===== src/design/bdeq_cmdq.sv =====
`timescale 1ns / 1ps
// ----------------------------------------------------------------------------
// bdeq_cmdq - small command queue
// Decouples the classifier from the storage side; each side stalls alone.
// ----------------------------------------------------------------------------
module bdeq_cmdq #(
	parameter int WIDTH   = 8,
	parameter int DEPTH_Q = 4,
	localparam int PTR_W  = $clog2(DEPTH_Q)
) (
	input  logic             clk,
	input  logic             arst_n,
	input  logic             in_valid,
	output logic             in_ready,
	input  logic [WIDTH-1:0] in_data,
	output logic             out_valid,
	input  logic             out_ready,
	output logic [WIDTH-1:0] out_data
);

	logic [WIDTH-1:0] entries_q [DEPTH_Q];
	logic [PTR_W-1:0] wr_q, rd_q;
	logic [PTR_W:0]   cnt_q;
	logic             push, pop;

	assign in_ready  = (cnt_q != (PTR_W+1)'(DEPTH_Q));
	assign out_valid = (cnt_q != '0);
	assign out_data  = entries_q[rd_q];
	assign push      = in_valid && in_ready;
	assign pop       = out_valid && out_ready;

	// entry storage
	always_ff @(posedge clk) begin
		if (push) begin
			entries_q[wr_q] <= in_data;
		end
	end

	// pointers and fill count
	always_ff @(posedge clk or negedge arst_n) begin
		if (!arst_n) begin
			wr_q  <= '0;
			rd_q  <= '0;
			cnt_q <= '0;
		end else begin
			if (push) begin
				wr_q <= (wr_q == PTR_W'(DEPTH_Q - 1)) ? '0 : wr_q + 1'b1;
			end
			if (pop) begin
				rd_q <= (rd_q == PTR_W'(DEPTH_Q - 1)) ? '0 : rd_q + 1'b1;
			end
			if (push && !pop) begin
				cnt_q <= cnt_q + 1'b1;
			end else if (pop && !push) begin
				cnt_q <= cnt_q - 1'b1;
			end
		end
	end

endmodule


===== config.mk =====
export PLATFORM = sky130hd
export DESIGN_NAME = bdeq_cmdq
export DESIGN_NICKNAME = d
export VERILOG_FILES = /design/src/design/bdeq_cmdq.sv
export SDC_FILE = /design/constraint.sdc
export NUM_CORES = 1
export LEC_CHECK = 0
export ABC_AREA = 1
export BUFFER_PORTS_ARGS = -buffer_cell sky130_fd_sc_hd__buf_4
export CAP_MARGIN = 20
export CORE_MARGIN = 2
export CORE_UTILIZATION = 55
export CTS_CLUSTER_SIZE = 16
export DETAILED_ROUTE_END_ITERATION = 12
export PLACE_DENSITY = 0.84
export SLEW_MARGIN = 20
export SYNTH_ARGS = -nofsm -noshare
export SYNTH_HDL_FRONTEND = slang
export SYNTH_SLANG_ARGS = --single-unit

===== constraint.sdc =====
create_clock -name clk -period 2.15 [get_ports clk]
set_input_delay 0.3225 -clock clk [delete_from_list [all_inputs] [get_ports clk]]
set_output_delay 0.3225 -clock clk [all_outputs]
set_load 0.05 [all_outputs]

==> results.tsv, run 1 <==
stage	metric	value	unit
clock_network	clock-pin slew on the worst setup and hold paths	0.11	ns
detailed_routing	Vias	1133	
yosys	post-synthesis cell type count	16	
final_layout	fin cells	228	
clock_network	Worst-Skew Late Latency	0.35	ns
timing	Slew HR	80.49	%
setup_path	Worst setup SP type	flip-flop	
place	Area after DPL	1963	um^2
global_route	GRT overflow	0	
clock_network	Sinks on Clock Net	39	
place	Routability Congestion	0.7151	
min_path	worst hold path class	in2reg	
detailed_routing	1st-iter DRT viols	32	
setup_path	Critical Path RT	2.40	ns
flow_run	max-cap viol count	0	
final_layout	ratio of cells with drive above 1 in the final layout	21.74	%
clock_network	total CTS buffers	5	
detailed_routing	wire length per cell	13.68	um
final_layout	final std cell area, no fill	2026	um^2
global_route	largest net degree at the start of global routing	20	
global_route	first-pass GRT wire length	4850	um
power_and_ir_drop	Max VDD drop	0.8152	mV
power_and_ir_drop	Cell Pwr Density	1481	nW/um^2
clock_network	Clock Tree Buf Depth	2	
detailed_routing	Vias per Instance	4.969	
floorplan	Top Ports	22	
global_route	All-Layer GR Usage	19.55	%
yosys	#FFs+latches synth	39	
yosys	Post-Syn Area	1754	um^2
floorplan	initial core utilization	57.46	%
timing	setup_tns	0	ns
yosys	Synth Net Count	171	
floorplan	die width	60.48	um
floorplan	Die Y	60.48	um
final_layout	Area Overhead vs Synth	15.48	%
floorplan	die area	3657	um^2
timing	RSZ-0062 raised after global routing	false	
clock_network	TritonCTS clock tree	built	
place	IO Port Bufs	21	
timing	skew final	0.003601	ns
timing	Finish-stage setup viols	0	
detailed_routing	drt drc	0	
place	number of placed instances, taps included	219	
clock_network	root buf cell	clkbuf_4	
power_and_ir_drop	Leak	0.9010	nW
final_layout	highest-count cells in the layout ignoring fill and taps	37 x nand2_1, 32 x edfxtp_1, 29 x inv_1	
place	detailed-placement wirelength estimate	2239	um
detailed_routing	Antenna Nets Post-Route	0	
timing	worst-margin pin slew	0.2923	ns
timing	Hold Vio Cnt, Final	0	
final_layout	commonest non-fill, non-tap cell in the layout	nand2_1	
run_status	status	completed	
floorplan	Site Rows	20	
detailed_routing	TritonRoute pass-1 iters	4	
setup_path	critical path class	reg2reg	
timing	fin crit share	86.96	%
yosys	post-synthesis sequential area ratio	64.76	%
floorplan	core area	3053	um^2
global_route	initial antenna violation count	0	
timing	fin. max-slew vios	0	
yosys	Post-Synthesis Cells	152	
timing	FMAX	534.9	MHz
timing	crit path time final	1.870	ns
clock_network	post-CTS sizing	0	
yosys	YS warnings	0	
setup_path	worst endpoint data arrival time	2.12	ns
clock_network	Max H-tree Level	2	
setup_path	Crit. End Element	flip-flop	
clock_network	Setup Fix Bufs, Post-CTS	0	
final_layout	# diodes	0	
detailed_routing	Final Routed Wirelength	3119	um
yosys	Mapped Avg Cell Area	11.54	um^2
timing	worst hold margin	0.1688	ns
setup_path	crit-path max FO	4	
global_route	vias in the first global route	1099	
final_layout	Final #Nets	202	
==> synth_stat cells <==
cell | number | area, um^2
nand3_1 | 6 | 30.03
nand3_2 | 1 | 10.01
inv_1 | 29 | 108.9
xnor2_1 | 1 | 8.760
o211ai_1 | 16 | 120.1
buf_6 | 5 | 56.30
edfxtp_1 | 32 | 960.9
nand2_2 | 2 | 12.51
ha_1 | 6 | 75.07
fa_1 | 1 | 20.02
nand2_1 | 37 | 138.9
o21ai_0 | 1 | 5.000
nand4_1 | 1 | 6.260
inv_2 | 1 | 3.750
dfrtp_1 | 7 | 175.2
nor2_1 | 6 | 22.52
==> report_power, final <==
group	internal [mW]	total [mW]	switching, mW
logic	0.489	1.54	1.05
clock network	0.122	0.359	0.237
registers	1.01	1.10	0.0893
total	1.62	3.00	1.38
==> through the flow <==
stage	worst slack (ns)	util, %	power, mW
floorplan	0.03455	-	2.271
global placement	0.4295	64.30	2.589
detailed placement	0.2981	64.30	2.677
CTS	0.2741	66.35	3.031
global route	0.1212	66.35	3.200
finish	0.2805	66.35	3.001
==> logic make-up after synthesis <==
| group | count (synthesis) | share of synthesized area [%] |
|---|---|---|
| XOR/XNOR | 1 | 0.4994 |
| buffers and inverters | 35 | 9.628 |
| adder cells (fa/ha/maj) | 7 | 5.421 |
| AND/OR/NAND/NOR | 53 | 12.55 |
| AO/OA/AOI/OAI | 17 | 7.133 |
| flip-flops | 39 | 64.76 |
==> routing by layer <==
layer  global-route usage (%)  vias to the layer above  routed length, um  part of all wire [%]
li1                         -                      562                  -                     -
met5                        0                        -                  0                     0
met1                    21.01                      543               1264                    41
met4                    10.25                        0                 65                   2.1
met2                    35.56                       21               1672                    54
met3                    4.691                        7                116                   3.7
==> worst paths after layout <==
path	start	to	slack, ns	cells after the start
worst max register to register	cnt_q[1]$_DFFE_PN0P_	cnt_q[2]$_DFFE_PN0P_	0.28	10
min in group asynchronous	arst_n	cnt_q[2]$_DFFE_PN0P_	0.31	2
worst min-delay path	in_data[4]	entries_q[2][4]$_DFFE_PP_	0.17	1
max in group asynchronous	arst_n	cnt_q[1]$_DFFE_PN0P_	1.72	2
worst min register to register	cnt_q[2]$_DFFE_PN0P_	cnt_q[2]$_DFFE_PN0P_	0.56	2
worst max-delay path	cnt_q[1]$_DFFE_PN0P_	cnt_q[2]$_DFFE_PN0P_	0.28	10
==> registers in the layout, summed over array words and instances (netlist names) <==
name       count
wr_q           2
cnt_q          3
rd_q           2
entries_q     32
==> worst max-delay path: stages, from the launching register on <==
cell     delay (ns)
dfrtp_1        0.42
inv_1          0.11
nand3_1        0.17
nand2_2        0.13
ha_1           0.18
inv_1          0.08
fa_1           0.40
nand2_1        0.11
nand3_1        0.08
nand2_1        0.06
nand2_1        0.05
==> cell type report <==
| type | instances | area [um^2] |
|---|---|---|
| Clock buffer | 5 | 37.54 |
| Clock inverter | 3 | 15.01 |
| Fill cell | 231 | 1027 |
| Inverter | 30 | 112.6 |
| Multi-Input combinational cell | 78 | 449.2 |
| Sequential cell | 39 | 1136 |
| Tap cell | 44 | 55.05 |
| Timing Repair Buffer | 29 | 220.2 |
==> repair_timing <==
action / CTS / global route
hold buffers: 1 / 0
hold endpoints to repair: 7 / 0
setup endpoints to repair: 0 / 0
Note: power is estimated with default switching activity, not from simulation.
==> run 2, diff against run 1 <==
ABC_AREA = default   (was 1)
CTS_CLUSTER_DIAMETER = 40   (was default)
PLACE_DENSITY = 0.85   (was 0.84)
==> run 2 against run 1 <==
  * Maximum frequency fell by 9.2%
  * First-iteration DRC count decreased by 59%
  * Largest power group unchanged
  * Non-clock buffer count is 4 lower
  * Worst setup slack worse by 0.19 ns
  * Combinational power is 17% lower
  * Critical path depth fell by 4
  * Critical endpoint is now cnt_q[1]$_DFFE_PN0P_
  * Clock skew up 0.0088 ns
  * Total power fell by 5.6%
==> results.tsv, run 2 <==
stage	metric	value	unit
detailed_routing	drt drc	0	
clock_network	root buf cell	clkbuf_4	
setup_path	Worst setup SP type	flip-flop	
clock_network	Clock Tree Buf Depth	2	
setup_path	critical path class	reg2reg	
yosys	Synth area leader	edfxtp_1	
final_layout	commonest non-fill, non-tap cell in the layout	edfxtp_1	
yosys	Yosys top cell area share	60.28	%
final_layout	Final #Nets	127	
clock_network	Sinks on Clock Net	39	
timing	crit path time final	2.060	ns
place	detailed-placement wirelength estimate	1776	um
global_route	vias in the first global route	836	
final_layout	max reg flops	32	
yosys	asr flop ratio synth	17.95	%
setup_path	Worst path slowest cell	dfrtp_1	
timing	skew final	0.01243	ns
yosys	Post-Syn Area	1594	um^2
power_and_ir_drop	Leak	0.7256	nW
detailed_routing	1st-iter DRT viols	13	
global_route	first-pass GRT wire length	4077	um
setup_path	crit-path max FO	6	
clock_network	clock-pin slew on the worst setup and hold paths	0.12	ns
setup_path	Worst Reg-to-Reg Cells	6	
detailed_routing	Vias	779	
global_route	GRT overflow	0	
yosys	#FFs+latches synth	39	
power_and_ir_drop	Cell Pwr Density	1502	nW/um^2
global_route	GRT met3 Usage	6.027	%
final_layout	# diodes	0	
timing	FMAX	485.5	MHz
place	IO Port Bufs	21	
setup_path	worst endpoint data arrival time	2.29	ns
final_layout	highest-count cells in the layout ignoring fill and taps	32 x edfxtp_1, 24 x buf_4, 8 x mux4_2	
yosys	Main synth FF type	edfxtp_1	
timing	setup_tns	0	ns
setup_path	crit path cell chain	or3b_4 > and2_4 > ha_4 > inv_1 > fa_1 > mux2_2	
setup_path	CP Buf/Inv Count	1	
detailed_routing	wire length per cell	18.06	um
clock_network	total CTS buffers	5	
floorplan	Die Y	57.84	um
clock_network	TritonCTS clock tree	built	
global_route	All-Layer GR Usage	17.58	%
setup_path	slowest stage delay, CP	0.44	ns
detailed_routing	Vias per Instance	5.564	
yosys	Mapped Avg Cell Area	20.44	um^2
yosys	post-synthesis sequential area ratio	71.27	%
setup_path	Critical Path RT	2.38	ns
yosys	most frequent cell after synthesis	edfxtp_1	
timing	fin. max-slew vios	0	
final_layout	Area Overhead vs Synth	18.37	%
global_route	largest net degree at the start of global routing	13	
floorplan	die area	3345	um^2
setup_path	CP top delay family	simple AND/OR/NAND/NOR gates	
run_status	status	completed	
yosys	YS warnings	0	
flow_run	max-cap viol count	0	
detailed_routing	Antenna Nets Post-Route	0	
final_layout	Largest regs	entries_q x32, cnt_q x3	
setup_path	Crit. End Element	flip-flop	
clock_network	Max H-tree Level	2	
timing	Slew HR	71.30	%
floorplan	die width	57.84	um
global_route	met1 GRT Util	22.72	%
floorplan	initial core utilization	57.80	%
detailed_routing	Final Routed Wirelength	2529	um
place	Routability Congestion	0.7557	
final_layout	fin util	68.42	%
floorplan	core area	2758	um^2
clock_network	Worst-Skew Late Latency	0.34	ns
place	dpl ws	0.007775	ns
floorplan	Top Ports	22	
global_route	grt met2 use	28.25	%
setup_path	r2r endpoint	cnt_q[1]$_DFFE_PN0P_	
timing	Hold Vio Cnt, Final	0	
final_layout	ratio of cells with drive above 1 in the final layout	50.46	%
yosys	synth top area cells	edfxtp_1 60%, mux4_2 11%, dfrtp_1 11%	
timing	worst-margin pin slew	0.4304	ns
power_and_ir_drop	Max VDD drop	1.195	mV
final_layout	Reg with most FFs	entries_q	
min_path	hold path cells	1	
min_path	worst hold path class	in2reg	
final_layout	final std cell area, no fill	1887	um^2
yosys	Synth Net Count	97	
min_path	HP Start	in_data[1]	
min_path	Hold EP	entries_q[3][1]$_DFFE_PP_	
yosys	Post-Synthesis Cells	78	
timing	Finish-stage setup viols	0	
timing	fin crit share	95.80	%
timing	worst setup margin	0.09020	ns
setup_path	Worst R2R Start	cnt_q[1]$_DFFE_PN0P_	
detailed_routing	TritonRoute pass-1 iters	4	
yosys	EDFF count, synth	32	
yosys	top cells by count, synth	32 x edfxtp_1, 8 x mux4_2, 7 x dfrtp_1	
place	Area after DPL	1785	um^2
global_route	initial antenna violation count	0	
floorplan	Site Rows	19	
timing	RSZ-0062 raised after global routing	false	
yosys	post-synthesis cell type count	18	
setup_path	Reg2Reg Setup Slack	0.09	ns
global_route	busiest layer in global routing	met2	
run 2: per-stage QoR:
stage / std cells / total power [mW] / hold slack (ns)
after detailed placement: 128 / 2.453 / 0.1425
final: 140 / 2.833 / 0.1739
after CTS: 139 / 2.829 / 0.1672
after global routing: 140 / 2.976 / 0.1551
after global placement: 128 / 2.397 / 0.1375
after floorplan: 78 / 2.114 / 0.02691
run 2: repair_timing:
item                       4_1_cts  5_1_grt
hold endpoints to repair         7        0
pin swaps                        0        1
hold buffers                     1        0
cloned                           0        0
setup buffers                    2        1
gates resized for setup          1        3
setup endpoints to repair        9        2
run 2: logic make-up (layout without fill, tap and decap cells):
family	after synthesis	in the layout	share of synthesized area (%)
xor gates and xnor gates	3	3	1.649
adders and majority gates	7	7	5.965
buffers and inverters	5	36	1.255
DFF	39	39	71.27
muxes	13	13	15.31
and+or+nand+nor	11	11	4.553
run 2: routing by layer:
layer	vias up	part of all wire [%]	wire [um]
met5	-	0	0
met1	397	43	1089
li1	361	-	-
met2	16	51	1287
met3	5	4.2	105
met4	0	1.8	46
run 2: how the worst max path moves through the flow:
stage / startpoint / end / slack, ns / cells past startpoint
after floorplan: cnt_q[1]$_DFFE_PN0P_ / cnt_q[1]$_DFFE_PN0P_ / 0.02 / 6
after global placement: cnt_q[1]$_DFFE_PN0P_ / cnt_q[1]$_DFFE_PN0P_ / 0.10 / 6
after detailed placement: cnt_q[0]$_DFFE_PN0P_ / cnt_q[2]$_DFFE_PN0P_ / 0.008 / 8
after CTS: cnt_q[2]$_DFFE_PN0P_ / cnt_q[2]$_DFFE_PN0P_ / 0.004 / 8
after global routing: cnt_q[2]$_DFFE_PN0P_ / cnt_q[2]$_DFFE_PN0P_ / 0.002 / 8
final: cnt_q[1]$_DFFE_PN0P_ / cnt_q[1]$_DFFE_PN0P_ / 0.09 / 6
run 2: power breakdown:
part	internal, mW	switching (mW)	leakage, nW
Combinational	0.565	0.718	0.316
Sequential	1.02	0.170	0.374
Clock	0.122	0.235	0.0347
Total	1.71	1.12	0.726
run 2: cell type report:
| class | instances | area, um^2 |
|---|---|---|
| flip-flops and latches | 39 | 1137 |
| fillers | 185 | 870.8 |
| multi-input cells | 34 | 456.7 |
| repair buffers | 25 | 190.2 |
| well taps | 31 | 38.79 |
| clock buffers | 5 | 37.54 |
| clock inverters | 3 | 15.01 |
| inverters | 3 | 11.26 |
