==> config.mk <==
export PLATFORM = sky130hd
export DESIGN_NAME = bdeq_front
export DESIGN_NICKNAME = d
export VERILOG_FILES = /design/src/design/bdeq_pkg.sv /design/src/design/bdeq_front.sv
export SDC_FILE = /design/constraint.sdc
export NUM_CORES = 1
export LEC_CHECK = 0
export BUFFER_PORTS_ARGS = -buffer_cell sky130_fd_sc_hd__buf_4
export CORE_ASPECT_RATIO = 1.75
export CORE_MARGIN = 2
export CORE_UTILIZATION = 50
export CTS_BUF_LIST = sky130_fd_sc_hd__clkbuf_8
export DETAILED_ROUTE_END_ITERATION = 8
export GPL_TIMING_DRIVEN = 0
export PLACE_DENSITY = 0.84
export SLEW_MARGIN = 0
export SYNTH_ARGS = -nofsm -noshare
export SYNTH_HDL_FRONTEND = slang
export SYNTH_SLANG_ARGS = --single-unit
==> constraint.sdc <==
create_clock -name clk -period 4.72 [get_ports clk]
set_input_delay 0.944 -clock clk [delete_from_list [all_inputs] [get_ports clk]]
set_output_delay 0.944 -clock clk [all_outputs]
set_load 0.01 [all_outputs]
==> src/design/bdeq_pkg.sv <==
`timescale 1ns / 1ps
// ----------------------------------------------------------------------------
// bdeq_pkg - shared types for the bounded double-ended queue
// Operation, status and command codes, the record layout and the command
// word that travels from the classifier to the storage side.
// ----------------------------------------------------------------------------
package bdeq_pkg;

	localparam int FIELD_W    = 16;  // one record field
	localparam int POS_W      = 10;  // read position from the front
	localparam int OCC_W      = 11;  // reported occupancy
	localparam int KIND_W     = 3;
	localparam int TDATA_W    = 64;  // stream data width, whole bytes
	localparam int CMDQ_DEPTH = 4;   // command queue between front and back

	// requested operation, carried on s_tuser
	typedef enum logic [KIND_W-1:0] {
		KIND_PUSH_BACK  = 3'd0,
		KIND_PUSH_FRONT = 3'd1,
		KIND_POP_BACK   = 3'd2,
		KIND_POP_FRONT  = 3'd3,
		KIND_READ       = 3'd4
	} kind_t;

	// result status, carried on m_tuser
	typedef enum logic [1:0] {
		ST_OK    = 2'd0,
		ST_EMPTY = 2'd1,
		ST_FULL  = 2'd2,
		ST_RANGE = 2'd3
	} status_t;

	// what the storage side has to do with the record store
	typedef enum logic [1:0] {
		OP_NONE  = 2'd0,
		OP_WRITE = 2'd1,
		OP_READ  = 2'd2
	} op_t;

	typedef struct packed {
		logic [FIELD_W-1:0] output_rate;
		logic [FIELD_W-1:0] hours;
		logic [FIELD_W-1:0] workers;
	} rec_t;

	// classified word handed to the storage side (slot address travels beside it)
	typedef struct packed {
		op_t              op;
		status_t          status;
		rec_t             rec;
		logic [OCC_W-1:0] occupancy;
	} cmd_t;

endpackage

==> src/design/bdeq_front.sv <==
`timescale 1ns / 1ps
// ----------------------------------------------------------------------------
// bdeq_front - operation classifier and ring pointer keeper
// Holds the front slot and the held count, checks each word against them,
// updates them on accept and emits a command with the resolved slot.
// ----------------------------------------------------------------------------
module bdeq_front import bdeq_pkg::*; #(
	parameter int DEPTH = 1024,
	localparam int ADDR_W = $clog2(DEPTH)
) (
	input  logic              clk,
	input  logic              arst_n,
	input  logic [KIND_W-1:0] kind,
	input  rec_t              rec_in,
	input  logic [POS_W-1:0]  position,
	input  logic              accept,
	output cmd_t              cmd,
	output logic [ADDR_W-1:0] addr
);

	localparam int CNT_W = $clog2(DEPTH + 1);
	localparam int CMP_W = (CNT_W > POS_W) ? CNT_W : POS_W;

	logic [ADDR_W-1:0] front_q, front_d;
	logic [CNT_W-1:0]  count_q, count_d;
	logic              full, empty;
	logic [ADDR_W-1:0] offset, front_inc, front_dec, slot;
	logic [ADDR_W:0]   sum;

	assign full  = (count_q == CNT_W'(DEPTH));
	assign empty = (count_q == '0);

	// front + offset modulo DEPTH; the sum stays below twice DEPTH
	assign offset = (kind_t'(kind) == KIND_PUSH_BACK) ? ADDR_W'(count_q) : ADDR_W'(position);
	assign sum    = {1'b0, front_q} + {1'b0, offset};
	assign slot   = (sum >= (ADDR_W+1)'(DEPTH)) ? ADDR_W'(sum - (ADDR_W+1)'(DEPTH))
	                                            : ADDR_W'(sum);

	assign front_inc = (front_q == ADDR_W'(DEPTH - 1)) ? '0 : front_q + 1'b1;
	assign front_dec = (front_q == '0) ? ADDR_W'(DEPTH - 1) : front_q - 1'b1;

	// classify and compute the next pointer state
	always_comb begin
		front_d    = front_q;
		count_d    = count_q;
		cmd.op     = OP_NONE;
		cmd.status = ST_OK;
		cmd.rec    = rec_in;
		addr       = slot;
		case (kind_t'(kind))
			KIND_PUSH_BACK: begin
				if (full) begin
					cmd.status = ST_FULL;
				end else begin
					cmd.op  = OP_WRITE;
					count_d = count_q + 1'b1;
				end
			end
			KIND_PUSH_FRONT: begin
				addr = front_dec;
				if (full) begin
					cmd.status = ST_FULL;
				end else begin
					cmd.op  = OP_WRITE;
					front_d = front_dec;
					count_d = count_q + 1'b1;
				end
			end
			KIND_POP_BACK: begin
				if (empty) begin
					cmd.status = ST_EMPTY;
				end else begin
					count_d = count_q - 1'b1;
				end
			end
			KIND_POP_FRONT: begin
				if (empty) begin
					cmd.status = ST_EMPTY;
				end else begin
					front_d = front_inc;
					count_d = count_q - 1'b1;
				end
			end
			KIND_READ: begin
				if (CMP_W'(position) >= CMP_W'(count_q)) begin
					cmd.status = ST_RANGE;
				end else begin
					cmd.op = OP_READ;
				end
			end
			default: begin
				// unused codes leave the queue alone
			end
		endcase
		cmd.occupancy = OCC_W'(count_d);
	end

	// pointer state
	always_ff @(posedge clk or negedge arst_n) begin
		if (!arst_n) begin
			front_q <= '0;
			count_q <= '0;
		end else if (accept) begin
			front_q <= front_d;
			count_q <= count_d;
		end
	end

endmodule

==> results of run 1 <==
==> registers in the layout, summed over array words and instances (netlist names) <==
name / flops
count_q: 11
front_q: 10
==> power by group <==
part           internal (mW)  total, mW  switching [mW]  leakage, nW
registers              0.249      0.322          0.0732        0.260
clock network         0.0583      0.127          0.0686       0.0269
logic                  0.619       1.35           0.734         1.52
total                  0.927       1.80           0.876         1.81
==> metal layers <==
metal / vias to the layer above / wire (um) / track usage [%]
li1: 1566 / - / -
met2: 171 / 4900 / 51.1
met4: 0 / 498 / 16.3
met5: - / 0 / 0
met1: 1499 / 3210 / 26.5
met3: 36 / 534 / 2.83
==> worst paths after layout <==
path                                               end  slack (ns)  cells after the start
worst max-delay path                           addr[8]        0.16                     16
worst min-delay path            count_q[1]$_DFFE_PN0P_        0.55                      1
worst max register to register  front_q[2]$_DFFE_PN0P_        1.79                      9
worst min register to register  count_q[7]$_DFFE_PN0P_        0.56                      1
max in group asynchronous       front_q[7]$_DFFE_PN0P_        3.91                      1
min in group clk                count_q[7]$_DFFE_PN0P_        0.56                      1
==> through the flow <==
stage / hold slack [ns] / cell area, um2 / utilization, % / power [mW] / cells
after floorplan: 0.509 / 3050 / - / 1.21 / 409
after global placement: 0.545 / 3800 / 64.6 / 1.61 / 574
after global routing: 0.580 / 3870 / 65.9 / 1.96 / 577
after CTS: 0.565 / 3850 / 65.5 / 1.78 / 577
after detailed placement: 0.548 / 3800 / 64.6 / 1.65 / 574
final: 0.551 / 3870 / 65.9 / 1.80 / 577
==> cell type report <==
cell class              instances  area [um2]
clock inverters                 1        3.75
plain buffers                  72         475
flip-flops and latches         21         526
well taps                      78        97.6
multi-input cells             296        2000
inverters                      19        71.3
clock buffers                   3        41.3
repair buffers                 87         653
fillers                       549        2010
==> logic make-up (layout without fill, tap and decap cells) <==
kind of cell | after synthesis | in the layout | share of synthesized area [%]
AO/OA/AOI/OAI | 99 | 99 | 20.5
adder cells (fa/ha/maj) | 24 | 24 | 10.1
flip-flops | 21 | 21 | 17.3
AND/OR/NAND/NOR | 135 | 135 | 22.6
buffers and inverters | 92 | 182 | 17.8
multiplexers | 13 | 13 | 4.60
XOR/XNOR | 25 | 25 | 7.19
==> what timing repair did <==
action	in CTS	in global routing
gates resized for setup	6	7
pin swaps	1	3
hold buffers	0	0
setup endpoints to repair	7	3
==> cell usage after synthesis (4+ instances only) <==
cell type,count
sky130_fd_sc_hd__ha_1,23
sky130_fd_sc_hd__buf_4,48
sky130_fd_sc_hd__nor2b_1,6
sky130_fd_sc_hd__nor3_1,8
sky130_fd_sc_hd__o21ai_0,32
sky130_fd_sc_hd__nand4_1,5
sky130_fd_sc_hd__nand3_1,13
sky130_fd_sc_hd__clkbuf_1,20
sky130_fd_sc_hd__a31oi_1,8
sky130_fd_sc_hd__mux2i_1,5
sky130_fd_sc_hd__nand2b_1,7
sky130_fd_sc_hd__nand2_1,37
sky130_fd_sc_hd__a21o_1,4
sky130_fd_sc_hd__nor2_1,32
sky130_fd_sc_hd__and2_1,4
sky130_fd_sc_hd__xnor2_1,19
sky130_fd_sc_hd__o31ai_1,4
sky130_fd_sc_hd__dfrtp_1,21
sky130_fd_sc_hd__xor2_1,6
sky130_fd_sc_hd__a21oi_1,21
sky130_fd_sc_hd__mux2_2,8
sky130_fd_sc_hd__o22ai_1,4
sky130_fd_sc_hd__and3_1,5
sky130_fd_sc_hd__inv_1,19
==> worst max-delay path: stages <==
cell and delay (ns):
sky130_fd_sc_hd__clkbuf_2 0.16, sky130_fd_sc_hd__or2_2 0.34, sky130_fd_sc_hd__nor2_4 0.13, sky130_fd_sc_hd__buf_6 0.17, sky130_fd_sc_hd__nand2_1 0.06, sky130_fd_sc_hd__o21ai_0 0.08, sky130_fd_sc_hd__ha_1 0.20, sky130_fd_sc_hd__inv_1 0.06
sky130_fd_sc_hd__fa_1 0.37, sky130_fd_sc_hd__nand2b_2 0.24, sky130_fd_sc_hd__a21oi_4 0.20, sky130_fd_sc_hd__o2111ai_1 0.14, sky130_fd_sc_hd__nand2_1 0.10, sky130_fd_sc_hd__xnor2_1 0.07, sky130_fd_sc_hd__mux2i_1 0.20, sky130_fd_sc_hd__buf_4 0.16
==> metrics.txt, run 1 <==
total count of hold-check failures in the final report=0; highest clock rate=0.219 GHz; fraction of synthesized cell area taken by the top area cell type=17.3%; largest fanout on the critical path=10; number of maximum-capacitance constraint violations=0; async set or reset register ratio after synthesis=100%; signal arrival time at the worst endpoint=between 3 and 4 ns; Worst Setup Path Type=input pin to output pin; GR Overflow Total=0; setup ws final=0.160 ns; pin slew with the least headroom to its limit=0.745 ns; aggregate routed wire length=9.14 mm; tightest slew margin relative to the limit=about 50%; vias in the first global route=about 3200; clock slew seen by the registers of the worst setup and hold paths=0.09 ns; Max IR drop VDD=0.262 mV; worst setup path startpoint=kind[1]; detailed placer's ending HPWL=~7.4 mm; part of the Yosys area used for sequential elements=17.3%; insertion delay of the later-clocked pin in the worst-skew pair=0.27 ns; Syn Area/Cell=approximately 7.4 um2; final worst path period need=4.56 ns; Antenna Diode Count=0; height of the chip=107 um; Warnings, synthesis=0; CP endpoint kind=output pin; Pwr Density=465 nW/um2; post-CTS setup repair buffer count=0; status=finished clean; cells taking the most area after synthesis=sky130_fd_sc_hd__dfrtp_1, sky130_fd_sc_hd__buf_4, sky130_fd_sc_hd__ha_1; final worst-path cycle share=96.6%; deepest clock path buffer count=2; CP Launch Type=input pin; total die area=6760 um2; number of enable flip-flop cells after synthesis=0; flip-flop and latch count after synthesis=21; Clock Sink Count=21; Syn Inst Count=between 400 and 500; detailed-route via count=approximately 3300; Synth Net Count=497; post-synth design cell area=just over 3000 um2; required time of the worst setup path=3.78 ns; Sum Neg Setup Slack=0 ns; type of the most critical hold path=input pin to asynchronous set/reset pin; worst slack at placement=-0.551 ns; detailed-route DRC error count=0; Setup Skew=0.00840 ns; effective utilization at floorplan=between 50% and 60%; ys flop type=sky130_fd_sc_hd__dfrtp_1; commonest non-fill, non-tap cell in the layout=sky130_fd_sc_hd__buf_4; area of the placeable core=5880 um2; via density per instance=5.67; highest-count cells in the layout ignoring fill and taps=sky130_fd_sc_hd__buf_4, sky130_fd_sc_hd__nand2_1, sky130_fd_sc_hd__nor2_1; global-route wire length before repair=14.4 mm; leakage=between 1.5 and 2 nW; maximum level of the CTS H-tree=1; remaining number of nets flagged by the antenna check after routing=0; Global Route Usage Sum=between 20% and 30%; final estimated routing congestion in global placement=between 0.9 and 1; largest net degree at the start of global routing=22; library cell with the largest summed area after synthesis=sky130_fd_sc_hd__dfrtp_1; number of port buffers=87; clk root buf=sky130_fd_sc_hd__clkbuf_8; number of detailed-routing iterations run before antenna repair=4; ratio of cells with drive above 1 in the final layout=32.9%; number of distinct library cells after synthesis=60; TritonCTS clock tree=done; setup repair after global routing missed its margin=false; I/O Pins=137; die span in x=63.0 um; routed wire length per instance=15.8 um; number of design-rule violations left by the first detailed-router iteration=266; layout overhead on the synthesized area=27.2%; count of final setup violators=0; Rows=37; initial antenna violation count=0; number of clock buffers inserted by TritonCTS=3; NumNets Final=588; origin of the critical flop-to-flop path=count_q[1]$_DFFE_PN0P_; max-slew violation count=0
Note: power is estimated with default switching activity, not from simulation.
==> run 2: changes to the inputs <==
--- a/config.mk
+++ b/config.mk
@@ -8,11 +8,13 @@
 export BUFFER_PORTS_ARGS = -buffer_cell sky130_fd_sc_hd__buf_4
 export CORE_ASPECT_RATIO = 1.75
 export CORE_MARGIN = 2
-export CORE_UTILIZATION = 50
+export CORE_UTILIZATION = 53
 export CTS_BUF_LIST = sky130_fd_sc_hd__clkbuf_8
 export DETAILED_ROUTE_END_ITERATION = 8
 export GPL_TIMING_DRIVEN = 0
-export PLACE_DENSITY = 0.84
+export PLACE_DENSITY = 0.89
+export RECOVER_POWER = 25
+export SKIP_LAST_GASP = 1
 export SLEW_MARGIN = 0
 export SYNTH_ARGS = -nofsm -noshare
 export SYNTH_HDL_FRONTEND = slang
==> constraint.sdc (replaced) <==
create_clock -name clk -period 5.87 [get_ports clk]
set_input_delay 1.174 -clock clk [delete_from_list [all_inputs] [get_ports clk]]
set_output_delay 1.174 -clock clk [all_outputs]
set_load 0.01 [all_outputs]
==> metrics.txt, run 2 (same netlist as run 1, synthesis figures left out) <==
Max IR drop VDD=0.179 mV; detailed-route via count=3295; final worst-path cycle share=93.1%; Antenna Diode Count=0; setup ws final=0.407 ns; register share of total power=18.1%; GR Overflow Total=0; final worst path period need=5.46 ns; switching fraction of total power=48.1%; NumNets Final=about 600; die span in x=61.3 um; number of maximum-capacitance constraint violations=0; status=finished clean; largest fanout on the critical path=10; number of buffer and inverter instances along the worst setup path=4; pin slew with the least headroom to its limit=between 1 and 1.5 ns; maximum level of the CTS H-tree=1; total count of hold-check failures in the final report=0; Top Family by Delay on Critical Path=simple AND/OR/NAND/NOR gates; design internal power=roughly 0.74 mW; number of detailed-routing iterations run before antenna repair=5; max-slew violation count=0; effective utilization at floorplan=55.0%; signal arrival time at the worst endpoint=4.29 ns; height of the chip=104 um; Pwr Density=373 nW/um2; tightest slew margin relative to the limit=17.8%; CP Launch Type=input pin; remaining number of nets flagged by the antenna check after routing=0; final estimated routing congestion in global placement=~0.99; power share of the clock group=7.0%; highest clock rate=0.183 GHz; TritonCTS clock tree=done; required time of the worst setup path=4.70 ns; layout overhead on the synthesized area=25.3%; Rows=36; ratio of cells with drive above 1 in the final layout=a little over 30%; Most flops, register=count_q; detailed placer's ending HPWL=between 7 and 8 mm; depth of the worst register-to-register path=9; Clock Sink Count=21; max FFs per register=11; worst hold stages=1; commonest non-fill, non-tap cell in the layout=sky130_fd_sc_hd__buf_4; deepest clock path buffer count=2; fraction of the core area covered by cells at the end of the flow=between 60% and 70%; crit-path max cell delay=approximately 0.37 ns; Global Route Usage Sum=28.3%; largest net degree at the start of global routing=22; cell-by-cell trace of the critical path=clkbuf_4, clkbuf_1, or2_2, nor2_1, clkbuf_2, mux2_2, ha_1, a21o_1, nor3_1, nand4_1, a31oi_1, xnor2_1, o21ai_0, buf_4; top flop regs=count_q: 11 flops, front_q: 10 flops; combinational fraction of design power=between 70% and 80%; number of design-rule violations left by the first detailed-router iteration=141; global-route wire length before repair=14.1 mm; standard cell area after detailed placement=3790 um2; NetSw=0.685 mW; routed wire length per instance=~15 um; leakage=1.78 nW; number of clock buffers inserted by TritonCTS=3; count of final setup violators=0; vias in the first global route=3238; Worst Setup Path Type=input pin to output pin; setup repair after global routing missed its margin=false; post-layout instance area=around 3800 um2; detailed-route DRC error count=0; type of the most critical hold path=flop to flop; I/O Pins=137; clk root buf=sky130_fd_sc_hd__clkbuf_8; area of the placeable core=5540 um2; clock slew seen by the registers of the worst setup and hold paths=0.08 ns; Sum Neg Setup Slack=0 ns; Setup Skew=0.00333 ns; initial antenna violation count=0; number of port buffers=87; cell type of the slowest stage on the worst timing path=sky130_fd_sc_hd__mux2_2; Hold Buf Count CTS=0; via density per instance=5.72; total die area=6390 um2; insertion delay of the later-clocked pin in the worst-skew pair=0.27 ns; aggregate routed wire length=8.88 mm; worst slack at placement=~0.25 ns; highest-count cells in the layout ignoring fill and taps=sky130_fd_sc_hd__buf_4, sky130_fd_sc_hd__nand2_1, sky130_fd_sc_hd__nor2_1, sky130_fd_sc_hd__o21ai_0, sky130_fd_sc_hd__clkbuf_1; Stages on worst setup path=14; CP endpoint kind=output pin
run 2: changes by cell type in the layout (fill, tap and decap cells not counted), sizes merged:
cell    previous run  this run
clkbuf            22        31
buf              140       132
run 2: final cells by class:
cell class / count / area [um2]
flip-flops and latches: 21 / 526
multi-input cells: 296 / 1980
fillers: 520 / 1720
clock buffers: 3 / 41.3
plain buffers: 73 / 472
repair buffers: 87 / 631
well taps: 76 / 95.1
inverters: 19 / 71.3
clock inverters: 1 / 3.75
run 2: power groups by stage:
stage / logic [mW] / clock network (mW) / registers (mW)
after detailed placement: 1.06 / 0 / 0.259
final: 1.07 / 0.0994 / 0.257
after global placement: 1.03 / 0 / 0.256
after global routing: 1.18 / 0.107 / 0.267
after floorplan: 0.726 / 0 / 0.244
after CTS: 1.06 / 0.0992 / 0.256
run 2: worst register-to-register path, cell delays in order (launching register included):
cell and delay, ns:
sky130_fd_sc_hd__dfrtp_1 0.46, sky130_fd_sc_hd__inv_1 0.13, sky130_fd_sc_hd__ha_1 0.21, sky130_fd_sc_hd__nor3b_2 0.41, sky130_fd_sc_hd__nand4_1 0.24, sky130_fd_sc_hd__and3_1 0.24, sky130_fd_sc_hd__a31oi_1 0.58, sky130_fd_sc_hd__buf_2 0.36
sky130_fd_sc_hd__o21ai_0 0.13, sky130_fd_sc_hd__o31ai_1 0.09
run 2: metal layers:
metal | track usage [%] | vias to the layer above | wire length, um
met3 | 2.74 | 32 | 582
met4 | 16.1 | 0 | 403
li1 | - | 1571 | -
met5 | 0 | - | 0
met2 | 53.0 | 176 | 4960
met1 | 27.3 | 1516 | 2930
run 2: final timing paths:
check	from	slack, ns	endpoint
min reg2reg	count_q[7]$_DFFE_PN0P_	0.59	count_q[7]$_DFFE_PN0P_
max in group asynchronous	arst_n	4.00	count_q[9]$_DFFE_PN0P_
max	kind[2]	0.41	addr[9]
min in group asynchronous	arst_n	1.14	count_q[1]$_DFFE_PN0P_
max reg2reg	count_q[1]$_DFFE_PN0P_	2.93	front_q[0]$_DFFE_PN0P_
min	count_q[7]$_DFFE_PN0P_	0.59	count_q[7]$_DFFE_PN0P_
run 2: timing repair:
item,in CTS,in global routing
resized for setup,0,1
setup buffers,0,0
hold endpoints to repair,0,0
setup endpoints to repair,0,3
run 2: per-stage QoR:
stage	cells	hold slack, ns	total power, mW
after floorplan	409	0.509	0.970
final	576	0.589	1.42
after global placement	572	0.541	1.29
after global routing	576	0.628	1.56
after detailed placement	572	0.577	1.31
after CTS	576	0.592	1.42
==> run 3: changes to the inputs <==
--- a/config.mk
+++ b/config.mk
@@ -8,11 +8,11 @@
 export BUFFER_PORTS_ARGS = -buffer_cell sky130_fd_sc_hd__buf_4
 export CORE_ASPECT_RATIO = 1.75
 export CORE_MARGIN = 2
-export CORE_UTILIZATION = 53
+export CORE_UTILIZATION = 45
 export CTS_BUF_LIST = sky130_fd_sc_hd__clkbuf_8
 export DETAILED_ROUTE_END_ITERATION = 8
 export GPL_TIMING_DRIVEN = 0
-export PLACE_DENSITY = 0.89
+export PLACE_DENSITY = 0.77
 export RECOVER_POWER = 25
 export SKIP_LAST_GASP = 1
 export SLEW_MARGIN = 0
==> metrics.txt, run 3 (same netlist as run 1, synthesis figures left out) <==
CP endpoint kind=output pin; GR Overflow Total=0; ratio of cells with drive above 1 in the final layout=30.6%; area of the placeable core=6540 um2; deepest clock path buffer count=2; Worst Setup Path Type=input pin to output pin; Setup Skew=0.00853 ns; layout overhead on the synthesized area=25.5%; detailed-route via count=3287; signal arrival time at the worst endpoint=4.38 ns; type of the most critical hold path=flop to flop; aggregate routed wire length=8.86 mm; r2r setup slk=2.80 ns; largest fanout on the critical path=10; max-slew violation count=0; Tot Pwr=1.43 mW; final worst-path cycle share=94.5%; detailed-route DRC error count=0; max FFs per register=11; global-route wire length before repair=14.2 mm; total die area=7470 um2; crit-path max cell delay=0.37 ns; pin slew with the least headroom to its limit=1.27 ns; top flop regs=count_q: 11 flops, front_q: 10 flops; Pwr Density=374 nW/um2; setup repair after global routing missed its margin=false; leakage=1.78 nW; fraction of the core area covered by cells at the end of the flow=58.4%; Sum Neg Setup Slack=0 ns; Top Family by Delay on Critical Path=simple AND/OR/NAND/NOR gates; setup ws final=roughly 0.32 ns; routed wire length per instance=15.2 um; number of buffer and inverter instances along the worst setup path=4; commonest non-fill, non-tap cell in the layout=sky130_fd_sc_hd__buf_4; effective utilization at floorplan=46.6%; post-CTS setup repair buffer count=0; TritonCTS clock tree=done; cell-by-cell trace of the critical path=buf_4, clkbuf_1, or2_2, nor2_1, clkbuf_2, mux2_2, ha_1, a21o_1, nor3_1, nand4_1, a31oi_1, xnor2_1, o21ai_0, buf_4; Rows=39; final estimated routing congestion in global placement=0.910; highest clock rate=around 0.18 GHz; detailed placer's ending HPWL=~7.4 mm; number of design-rule violations left by the first detailed-router iteration=171; number of maximum-capacitance constraint violations=0; NumNets Final=589; Clock Sink Count=21; worst slack at placement=~0.16 ns; number of port buffers=87; initial antenna violation count=0; # fillers=667; via density per instance=5.65; Global Route Usage Sum=around 24%; total count of hold-check failures in the final report=0; die span in x=66.2 um; vias in the first global route=about 3200; cell type of the slowest stage on the worst timing path=sky130_fd_sc_hd__mux2_2; clock slew seen by the registers of the worst setup and hold paths=0.08 ns; number of detailed-routing iterations run before antenna repair=5; CP Launch Type=input pin; maximum level of the CTS H-tree=1; Antenna Diode Count=0; remaining number of nets flagged by the antenna check after routing=0; Max IR drop VDD=0.146 mV; largest net degree at the start of global routing=22; required time of the worst setup path=around 4.7 ns; highest-count cells in the layout ignoring fill and taps=sky130_fd_sc_hd__buf_4, sky130_fd_sc_hd__nand2_1, sky130_fd_sc_hd__nor2_1, sky130_fd_sc_hd__o21ai_0, sky130_fd_sc_hd__clkbuf_1; status=finished clean; final worst path period need=5.55 ns; clk root buf=sky130_fd_sc_hd__clkbuf_8; count of final setup violators=0; Most flops, register=count_q; height of the chip=roughly 110 um; I/O Pins=137; number of clock buffers inserted by TritonCTS=3; tightest slew margin relative to the limit=between 10% and 20%; Most Frequent Cell on Critical Path=sky130_fd_sc_hd__buf_4; insertion delay of the later-clocked pin in the worst-skew pair=approximately 0.28 ns
## run 3: changes by cell type in the layout (fill, tap and decap cells not counted)
cell / previous run / this run
sky130_fd_sc_hd__nor3b_1: 2 / 3
sky130_fd_sc_hd__inv_1: 20 / 19
sky130_fd_sc_hd__buf_4: 128 / 129
sky130_fd_sc_hd__nor3b_2: 1 / 0
sky130_fd_sc_hd__clkinv_2: 0 / 1
sky130_fd_sc_hd__clkbuf_4: 1 / 0
## run 3: per-stage QoR
stage / std cells / area [um2] / hold slack, ns
final: 582 / 3820 / 0.582
after global routing: 582 / 3820 / 0.600
after CTS: 582 / 3850 / 0.575
after detailed placement: 578 / 3800 / 0.558
after global placement: 578 / 3800 / 0.548
after floorplan: 409 / 3050 / 0.509
## run 3: layout make-up
| class | count | area [um2] | share of cell area (%) |
|---|---|---|---|
| Buffer | 73 | 472 | 12.3 |
| Clock buffer | 3 | 41.3 | 1.08 |
| Clock inverter | 1 | 5.00 | 0.131 |
| Inverter | 19 | 71.3 | 1.87 |
| Multi-Input combinational cell | 296 | 1970 | 51.6 |
| Sequential cell | 21 | 526 | 13.8 |
| Tap cell | 82 | 103 | 2.68 |
| Timing Repair Buffer | 87 | 631 | 16.5 |
## run 3: final timing paths
| path | startpoint | endpoint | cells after the start |
|---|---|---|---|
| max | kind[2] | addr[9] | 14 |
| min | count_q[7]$_DFFE_PN0P_ | count_q[7]$_DFFE_PN0P_ | 1 |
| max reg2reg | count_q[0]$_DFFE_PN0P_ | front_q[0]$_DFFE_PN0P_ | 9 |
| min reg2reg | count_q[7]$_DFFE_PN0P_ | count_q[7]$_DFFE_PN0P_ | 1 |
| max in group asynchronous | arst_n | count_q[10]$_DFFE_PN0P_ | 1 |
| min in group asynchronous | arst_n | count_q[1]$_DFFE_PN0P_ | 1 |
## run 3: worst register-to-register path: cells and delay by family (launching register included)
kind                       cells  cell delay [ns]
AOI/OAI and AO/OA              3             0.72
adders and majority gates      1             0.22
buffers and inverters          2             0.48
DFF                            1             0.47
and+or+nand+nor                3             1.10
## run 3: where the power goes
group	total [mW]	internal [mW]	switching, mW
Combinational	1.07	0.490	0.575
Clock	0.105	0.0477	0.0571
Sequential	0.258	0.200	0.0582
Total	1.43	0.738	0.690
## run 3: layer usage
metal / vias up / wire [um] / GRT usage (%)
met5: - / 0 / 0
met4: 0 / 683 / 19.3
met3: 42 / 687 / 3.28
met2: 186 / 4670 / 44.9
met1: 1488 / 2820 / 22.5
li1: 1571 / - / -
## run 3: timing repair
item / in CTS / in global routing
resized for setup: 0 / 1
setup endpoints to repair: 0 / 3
hold buffers: 0 / 0
